--- config.mk ---
export PLATFORM = sky130hd
export DESIGN_NAME = lzss_ctrl
export DESIGN_NICKNAME = d
export VERILOG_FILES = /design/src/lzss_pkg.sv /design/src/lzss_ctrl.sv
export SDC_FILE = /design/constraint.sdc
export NUM_CORES = 1
export LEC_CHECK = 0
export BUFFER_PORTS_ARGS = -buffer_cell sky130_fd_sc_hd__buf_2
export CAP_MARGIN = 0
export CORE_AREA = 2 2 39 41
export DETAILED_ROUTE_END_ITERATION = 8
export DIE_AREA = 0 0 41 43
export HOLD_SLACK_MARGIN = 0.15
export MAX_ROUTING_LAYER = met4
export PLACE_DENSITY_LB_ADDON = 0.1
export SLEW_MARGIN = 15
export SYNTH_ARGS = -nofsm -noshare
export SYNTH_HDL_FRONTEND = slang
export SYNTH_SLANG_ARGS = --single-unit
--- constraint.sdc ---
create_clock -name aclk -period 0.8 [get_ports aclk]
set_input_delay 0.08 -clock aclk [delete_from_list [all_inputs] [get_ports aclk]]
set_output_delay 0.08 -clock aclk [all_outputs]
set_load 0.005 [all_outputs]
--- src/lzss_pkg.sv ---
`timescale 1ns / 1ps

package lzss_pkg;

    localparam int POS_WIDTH = 12;
    localparam int POS_MAX   = (1 << POS_WIDTH) - 1;
    localparam int CNT_WIDTH = 5;

    localparam logic [8:0]           FLAG_MARKER = 9'h100;
    localparam logic [CNT_WIDTH-1:0] LEN_BIAS    = 5'd3;

    typedef enum logic [1:0] {
        PH_TOKEN   = 2'd0,
        PH_FLAGGED = 2'd1,
        PH_REF     = 2'd2
    } phase_t;

    typedef enum logic [1:0] {
        ST_IDLE = 2'd0,
        ST_LOAD = 2'd1,
        ST_EMIT = 2'd2
    } ctrl_state_t;

    typedef struct packed {
        logic accept;
        logic emit;
    } ctrl_cmd_t;

    typedef struct packed {
        logic out_free;
        logic acc_copy;
        logic copy_last;
    } dp_status_t;

endpackage

--- src/lzss_ctrl.sv ---
`timescale 1ns / 1ps

module lzss_ctrl (
    input  logic                   aclk,
    input  logic                   aresetn,
    input  logic                   s_tvalid,
    output logic                   s_tready,
    input  lzss_pkg::dp_status_t   status,
    output lzss_pkg::ctrl_cmd_t    cmd
);

    import lzss_pkg::*;

    ctrl_state_t state_reg;
    ctrl_state_t state_next;

    always_ff @(posedge aclk) begin
        if (!aresetn) begin
            state_reg <= ST_IDLE;
        end else begin
            state_reg <= state_next;
        end
    end

    always_comb begin
        state_next = state_reg;
        unique case (state_reg)
            ST_IDLE: begin
                if (s_tvalid && status.out_free && status.acc_copy) begin
                    state_next = ST_LOAD;
                end
            end
            ST_LOAD: begin
                state_next = ST_EMIT;
            end
            ST_EMIT: begin
                if (status.out_free && status.copy_last) begin
                    state_next = ST_IDLE;
                end
            end
            default: begin
                state_next = ST_IDLE;
            end
        endcase
    end

    always_comb begin
        s_tready   = 1'b0;
        cmd.accept = 1'b0;
        cmd.emit   = 1'b0;
        unique case (state_reg)
            ST_IDLE: begin
                s_tready   = status.out_free;
                cmd.accept = s_tvalid && status.out_free;
            end
            ST_LOAD: begin
            end
            ST_EMIT: begin
                cmd.emit = status.out_free;
            end
            default: begin
            end
        endcase
    end

endmodule

# [Yosys cells after proc, flatten, opt, wreduce, memory -nomap -nowiden]
# Cells that the tools add are included.
[op_classes] addsub=0 n_mul=0 n_div=0 magnitude_cmp=0 eq_ne=4 n_shift=0 muxes=6 bitwise_logic=0 reduce_logical=5
[ops] op="2-bit case mux with 3 select lines" count=1
[ops] op="2-bit two-way mux" count=2
[ops] op="2-bit != test, second input constant" count=2
[ops] op="1-bit logical AND" count=3
[ops] op="1-bit two-way mux" count=3
[ops] op="2-bit by 1-bit == test with 1-bit output, second input constant" count=1
[ops] op="2-bit == test, second input constant" count=1
[ops] op="2-bit zero test" count=1
[ops] op="2-bit AND reduction" count=1
[totals] regBits=2 latchBits=0 ramBits=0 rom_bits=0 in_bits=6 elab_cells=16 n_memories=0

# [Depth between registers and ports, before layout]
# Gate-level depths: netlist of the first run.
[depth] word_depth=4 mapped_depth=3 depth_no_buf=3

# [Worst setup path after synthesis of the first run]
# OpenSTA, ideal clock, no wires.
[synth_path] kind="register to register" start="register state_reg[1]" end="register state_reg[0]" arrival_ns=0.687 required_time_ns=0.740 slack_ns=0.053 stages_incl_launch_ff=3 n_path_buf=0 period_less_slack_ns=0.747 cell_sequence="dfxtp_1 > nor3_2 > and3_1"
[synth_via] elab_chain_len=3 word_cells_on_any_way=7
[synth_rtl] element="start, declared" line_no="lzss_ctrl.sv:14" source="ctrl_state_t state_reg;"
[synth_rtl] element="start signal, assigned" line_no="lzss_ctrl.sv:21" source="state_reg <= state_next;"
[synth_rtl] element="2-bit == test or 2-bit zero test (tied branches)" line_no="lzss_ctrl.sv:27" source="unique case (state_reg)"
[synth_rtl] element="2-bit != test (no source line)"
[synth_rtl] element="2-bit AND reduction (no source line)"
# Several ways; a longest one is shown, not always the timed one.
# A chain may end at the register's enable or synchronous reset.

==> results.cfg, run 1 <==
[status]
status = complete, but fails checks
violations = setup timing

[drt]
drtIter0Drc = 0
drc_errors = 0
dr.pass1.iters = 1
antenna_left = 0
wirelength_um = 313
routedWlPerCell_um = 7.634
viasPerCell = 3.073
routed-via-count = 126

[setup_path]
start_kind = flop
setup.worst_path.start = state_reg[0]
max_stage_delay_ns = 0.36
cp_max_fo = 4
end_kind = output port
crit_required_ns = 0.72
reg2reg_depth = 5
worstPathCellList = and3b_2 > buf_2
cp_slowest_cell = dfxtp_4
worstPathArrival_ns = 0.90
crit_type = reg -> out
r2r-end = state_reg[1]
critical_path.endpoint = cmd[0]
reg2reg_from = state_reg[0]
ff2ff_setup_slack_ns = -0.12

[finish]
fin_cells = 41
finish.instance_area_um2 = 242.7
area_growth_pct = 145.6
drive_above_1_share_pct = 76.00
largest_reg_flops = 2
nFillCells = 164
diodes = 0
nets = 33

[sta]
finalCriticalPeriod_ns = 0.9765
fin_tns_setup_ns = -0.5901
slew_viol_final = 0
finalWorstSetupSlack_ns = -0.1765
maxSlewHeadroom_pct = 91.02
fin_crit_sh_pct = 122.1
fmax_ghz = 1.024
finalClockSkew_ns = 0.001735
worst_slew_pin_slew_ns = 0.1310
rsz0062_at_grt = yes
setup_violations = 4
hold_viol = 0

[logic_synthesis]
synth_cell_types = 9
ys_seq_area_share_pct = 40.51
synth_seq_cells = 2
netlist_area_um2 = 98.85
async_flop_share_pct = 0
yosysMostFrequentCell = dfxtp_1
synth.avg_cell_area_um2 = 9.885
netlist_instances = 10
post-synth-top-area-cell = dfxtp_1
synth_edf_count = 0
synth_nets = 16
synth_area_leaders = dfxtp_1, and3b_2, mux2i_1
yosysWarnings = 0
synthDominantCellAreaShare_pct = 40.51
synth_ff_type = dfxtp_1

[global_route]
grt_max_degree = 5
gr-total-overflow = 0
grt_pass1_vias = 156
grt_antenna_before_repair = 0
grt_use_total_pct = 4.821
grt_pass1_wl_um = 517

[place]
dpl.cell_count = 34
post-place-ws_ns = 0.005563
place_area_um2 = 158.9
gp_congestion = 0.5808
port-buffer-count = 8

[run]
drv_cap = 0

[floorplan]
start_util_pct = 7.143
die_y_um = 43
die_w_um = 41
io_pins = 9
core_region_area_um2 = 1384
rows = 14
die_area_um2 = 1763

[pwr]
vdd_drop_max_v = 0.0005717
powerDensity_nw_per_um2 = 1556
power.leakage_nw = 0.1129

[clock_network]
root_buffer = clkbuf_4
path_clk_slew_ns = 0.03
clockBufferDepth = 2
numCtsBuffers = 3
cts_tree = done
clock_sinks = 2
h-tree-depth = 1
worstSkewPairLatency_ns = 0.22

[worst_hold_path]
hold_class = in -> reg
## through the flow
stage,power [W],utilization (%),hold slack (ns)
finish,0.0003776,17.54,0.2209
global route,0.0004034,17.54,0.2566
CTS,0.0003965,16.73,0.2240
detailed placement,0.0001442,11.48,0.3065
global placement,0.0001445,11.48,0.3073
floorplan,0.0001219,-,0.2082
## power breakdown
group | internal [W] | switching [W] | total (W)
logic | 0.0000366 | 0.0000180 | 0.0000545
registers | 0.0000988 | 0.00000464 | 0.000103
clock network | 0.000165 | 0.0000545 | 0.000220
total | 0.000301 | 0.0000771 | 0.000378
## placed cells by master, fill, tap and decap left out
master         count
nor2b_1            1
and3_1             1
buf_6              1
nor3_4             1
mux2i_1            1
nor3b_2            1
a21oi_2            1
buf_2              8
dlygate4sd3_1      2
and3b_2            1
dfxtp_4            2
clkbuf_4           3
nand2_1            1
buf_4              1
## logic make-up after synthesis
logic type | after synthesis | synth area share (%)
flip-flops | 2 | 40.51
AO/OA/AOI/OAI | 1 | 5.058
multiplexers | 1 | 10.13
AND/OR/NAND/NOR | 6 | 44.31
## worst min-delay path by stage
stage | startpoint | end | cells after the start
5_1_grt | status[0] | state_reg[1] | 4
6_report | status[0] | state_reg[1] | 4
4_1_cts | status[0] | state_reg[1] | 4
2_1_floorplan | aresetn | state_reg[1] | 1
3_5_place_dp | status[1] | state_reg[0] | 2
3_3_place_gp | status[1] | state_reg[0] | 2
## area by class of cell
type	instances	area, um2	area share, %
flip-flops and latches	2	47.55	19.59
well taps	16	20.02	8.247
multi-input cells	8	73.82	30.41
repair buffers	12	78.83	32.47
clock buffers	3	22.52	9.278
## critical path: cells and delay by family, from the launching register on
kind                   cells  cell delay (ns)
DFF                        1             0.36
and+or+nand+nor            1             0.20
buffers and inverters      1             0.12
## repair_timing
| action | CTS | global route |
|---|---|---|
| gates resized for setup | 7 | 1 |
| hold buffers | 2 | 0 |
| endpoints found under the hold margin | 2 | 0 |
| setup buffers | 1 | 1 |
| pin swaps | 2 | 1 |
| endpoints found under the setup margin | 3 | 4 |
## routing by layer
metal	share of wire, %	vias up	track usage [%]
met5	0	-	-
met4	0	0	6.000
met3	20	0	2.094
met2	43	8	5.938
met1	36	52	4.777
li1	-	66	-
Note: power is estimated with default switching activity, not from simulation.
==> run 2, diff against run 1 <==
--- a/config.mk
+++ b/config.mk
@@ -10,2 +10,3 @@
 export CORE_AREA = 2 2 39 41
+export CTS_CLUSTER_DIAMETER = 40
 export DETAILED_ROUTE_END_ITERATION = 8
==> constraint.sdc (replaced) <==
create_clock -name aclk -period 0.8 [get_ports aclk]
set_input_delay 0.24 -clock aclk [delete_from_list [all_inputs] [get_ports aclk]]
set_output_delay 0.24 -clock aclk [all_outputs]
set_load 0.005 [all_outputs]
==> results.cfg, run 2 (synthesis gave the netlist of run 1 again) <==
[setup_path]
cp_slowest_cell = dfxtp_4
start_kind = flop
end_kind = output port
setup.worst_path.start = state_reg[0]
path_buf_inv = 1
cp_max_fo = 5
crit_required_ns = 0.56
cp_top_family = flip-flops
worstPathArrival_ns = 0.91
reg2reg_from = state_reg[1]
worstPathCellList = and3b_2 > buf_2
crit_type = reg -> out
max_stage_delay_ns = 0.36

[drt]
routedWlPerCell_um = 7.541
antenna_left = 0
drtIter0Drc = 1
viasPerCell = 3.027
drc_errors = 0
dr.pass1.iters = 2
routed-via-count = 112
wirelength_um = 279

[global_route]
grt_max_degree = 6
grt_pass1_vias = 110
grt_pass1_wl_um = 393
grt_use_total_pct = 4.103
gr-total-overflow = 0
grt_antenna_before_repair = 0

[finish]
diodes = 0
area_growth_pct = 102.5
drive_above_1_share_pct = 76.19
fin_cells = 37
largest_reg_flops = 2
finish.utilization_pct = 14.47
nets = 29
mostFrequentLayoutCells = buf_2, clkbuf_4, dfxtp_4
final_common_cell = buf_2
finish.instance_area_um2 = 200.2

[pwr]
vdd_drop_max_v = 0.0003449
powerDensity_nw_per_um2 = 1818
power.leakage_nw = 0.09243

[place]
place_area_um2 = 160.2
port-buffer-count = 8
dpl.cell_count = 34
post-place-ws_ns = -0.1257
gp_congestion = 0.5600

[clock_network]
cts_tree = done
numCtsBuffers = 3
worstSkewPairLatency_ns = 0.22
clock_sinks = 2
h-tree-depth = 1
post-cts-setup-buffer-count = 0
path_clk_slew_ns = 0.03
hold_buffers = 0
root_buffer = clkbuf_4
clockBufferDepth = 2

[sta]
fin_crit_sh_pct = 143.8
hold_viol = 0
finalClockSkew_ns = 0.0008678
worst_slew_pin_slew_ns = 0.1430
slew_viol_final = 0
maxSlewHeadroom_pct = 90.19
setup_violations = 3
finalWorstSetupSlack_ns = -0.3506
rsz0062_at_grt = yes
finalCriticalPeriod_ns = 1.151
fmax_ghz = 0.8691

[status]
status = complete, but fails checks
violations = setup timing

[floorplan]
rows = 14
io_pins = 9
die_area_um2 = 1763
die_w_um = 41
core_region_area_um2 = 1384
die_y_um = 43
start_util_pct = 7.143

[run]
drv_cap = 0

[worst_hold_path]
worstHoldStart = aresetn
hold_class = in -> reg
## run 2: cell count changes in the layout (fill, tap and decap cells not counted), sizes merged
cell	delta
buf	-2
dlygate4sd3	-2
## run 2: routing by layer
layer  share of wire, %  GRT usage (%)
met4                  0          8.000
met5                  0              -
met3                 23          1.571
met2                 35          3.750
met1                 41          4.140
## run 2: final cells by class
class / instances / area [um2]
Timing Repair Buffer: 8 / 40.04
Sequential cell: 2 / 47.55
Clock buffer: 3 / 22.52
Fill cell: 161 / 1184
Multi-Input combinational cell: 8 / 70.07
Tap cell: 16 / 20.02
## run 2: where the power goes
group	switching, W	internal, W	leakage, nW
clock network	0.0000550	0.000165	0.0138
logic	0.0000146	0.0000254	0.0609
registers	0.00000490	0.0000988	0.0178
## run 2: path summary, 6_finish.rpt
path	depth (start not counted)	endpoint	slack, ns
setup / recovery	2	cmd[0]	-0.35
hold / removal	2	state_reg[1]	0.24
setup reg to reg	2	state_reg[1]	0.06
hold reg to reg	2	state_reg[1]	0.57
## run 2: per-stage QoR
step                power (W)  setup TNS, ns  hold WS, ns
floorplan           0.0001222              0       0.3682
global placement    0.0001449        -0.3494       0.4656
detailed placement  0.0001444        -0.3304       0.4674
CTS                 0.0003797        -0.9995       0.2290
global route        0.0003902         -1.093       0.2322
finish              0.0003640        -0.9587       0.2382
## run 2: repair_timing
| action | 4_1_cts | 5_1_grt |
|---|---|---|
| resized for setup | 4 | 1 |
| endpoints found under the setup margin | 3 | 3 |
| pin swaps | 2 | 0 |
| cloned | 0 | 0 |
==> run 3, diff against run 2 <==
Settings changed: CELL_PAD_IN_SITES_DETAIL_PLACEMENT set to 2, CELL_PAD_IN_SITES_GLOBAL_PLACEMENT set to 2, GPL_ROUTABILITY_DRIVEN set to 1.
==> results.cfg, run 3 (synthesis gave the netlist of run 1 again) <==
[status]
status = complete, but fails checks
violations = setup timing

[setup_path]
reg2reg_from = state_reg[0]
max_stage_delay_ns = 0.35
start_kind = flop
crit_type = reg -> out
worstPathArrival_ns = 0.90
end_kind = output port
cp_max_fo = 4
ff2ff_setup_slack_ns = -0.22
cp_top_family = flip-flops
r2r-end = state_reg[1]
cp_slowest_cell = dfxtp_2
worstPathCellList = and3b_2 > buf_2
path_buf_inv = 1
crit_required_ns = 0.56
reg2reg_depth = 6

[floorplan]
start_util_pct = 7.143
rows = 14
die_w_um = 41
io_pins = 9
die_y_um = 43
die_area_um2 = 1763
core_region_area_um2 = 1384

[global_route]
grt_use_total_pct = 5.538
grt_pass1_vias = 142
grt_antenna_before_repair = 0
grt_max_degree = 5
grt_pass1_wl_um = 531
gr-total-overflow = 0

[sta]
maxSlewHeadroom_pct = 90.88
finalCriticalPeriod_ns = 1.136
fmax_ghz = 0.8801
setup_violations = 4
finalWorstSetupSlack_ns = -0.3363
fin_hold_ws_ns = 0.2503
finalClockSkew_ns = 0.002077
rsz0062_at_grt = yes
fin_crit_sh_pct = 142.0
slew_viol_final = 0
worst_slew_pin_slew_ns = 0.1331
hold_viol = 0

[clock_network]
worstSkewPairLatency_ns = 0.22
root_buffer = clkbuf_4
cts_tree = done
path_clk_slew_ns = 0.03
h-tree-depth = 1
hold_buffers = 0
numCtsBuffers = 3
clockBufferDepth = 2
clock_sinks = 2

[drt]
antenna_left = 0
drtIter0Drc = 0
dr.pass1.iters = 1
routed-via-count = 133
drc_errors = 0
viasPerCell = 3.325
wirelength_um = 361
routedWlPerCell_um = 9.025

[finish]
area_growth_pct = 125.3
drive_above_1_share_pct = 83.33
final_common_cell = buf_2
largest_reg_flops = 2
nFillCells = 176
diodes = 0
nets = 32
mostFrequentLayoutCells = buf_2, clkbuf_4, buf_6, dfxtp_2
finish.utilization_pct = 16.09

[place]
port-buffer-count = 8
gp_congestion = 0.5107
post-place-ws_ns = -0.1414
place_hpwl_um = 252

[worst_hold_path]
min_path_cells = 2
worstHoldEndpoint = state_reg[0]
hold_class = in -> reg
worstHoldStart = status[1]

[pwr]
power.leakage_nw = 0.1090
powerDensity_nw_per_um2 = 1683
vdd_drop_max_v = 0.0005644
finalPower_w = 0.0003749

[run]
drv_cap = 0
run 3: changes by cell type in the layout (fill, tap and decap cells not counted), sizes merged:
| cell | change |
|---|---|
| buf | +3 |
run 3: repair_timing:
item / 4_1_cts / 5_1_grt
endpoints found under the setup margin: 5 / 4
resized for setup: 4 / 1
pin swaps: 1 / 0
setup buffers: 2 / 0
run 3: final cells by class:
class | count | area (um2) | area share [%]
Sequential cell | 2 | 42.54 | 19.10
Clock buffer | 3 | 22.52 | 10.11
Timing Repair Buffer | 11 | 70.07 | 31.46
Multi-Input combinational cell | 8 | 67.56 | 30.34
Tap cell | 16 | 20.02 | 8.989
run 3: where the power goes:
group / internal [W] / leakage (nW) / total (W) / switching (W)
sequential: 0.000104 / 0.0172 / 0.000108 / 0.00000403
clock: 0.000165 / 0.0138 / 0.000218 / 0.0000531
combinational: 0.0000307 / 0.0780 / 0.0000486 / 0.0000179
total: 0.000300 / 0.109 / 0.000375 / 0.0000751
run 3: worst max path at each step:
stage | from | end | slack, ns | cells after the start
3_5_place_dp | status[2] | cmd[1] | -0.14 | 4
4_1_cts | state_reg[0] | cmd[0] | -0.34 | 2
5_1_grt | state_reg[1] | s_tready | -0.37 | 2
2_1_floorplan | state_reg[1] | cmd[0] | 0.004 | 1
6_report | state_reg[0] | cmd[0] | -0.34 | 2
3_3_place_gp | state_reg[1] | cmd[0] | -0.14 | 2
run 3: routing by layer:
metal	GRT usage [%]	part of all wire (%)
met5	-	0
met4	8.000	0
met3	3.141	13
met2	5.625	46
met1	5.732	41
run 3: stage by stage:
stage               cell area, um2  TNS (ns)  instances
floorplan                    100.1         0         10
global placement             167.7   -0.3943         35
detailed placement           167.7   -0.4249         35
CTS                          217.7    -1.222         40
global route                 222.7    -1.356         40
finish                       222.7    -1.168         40
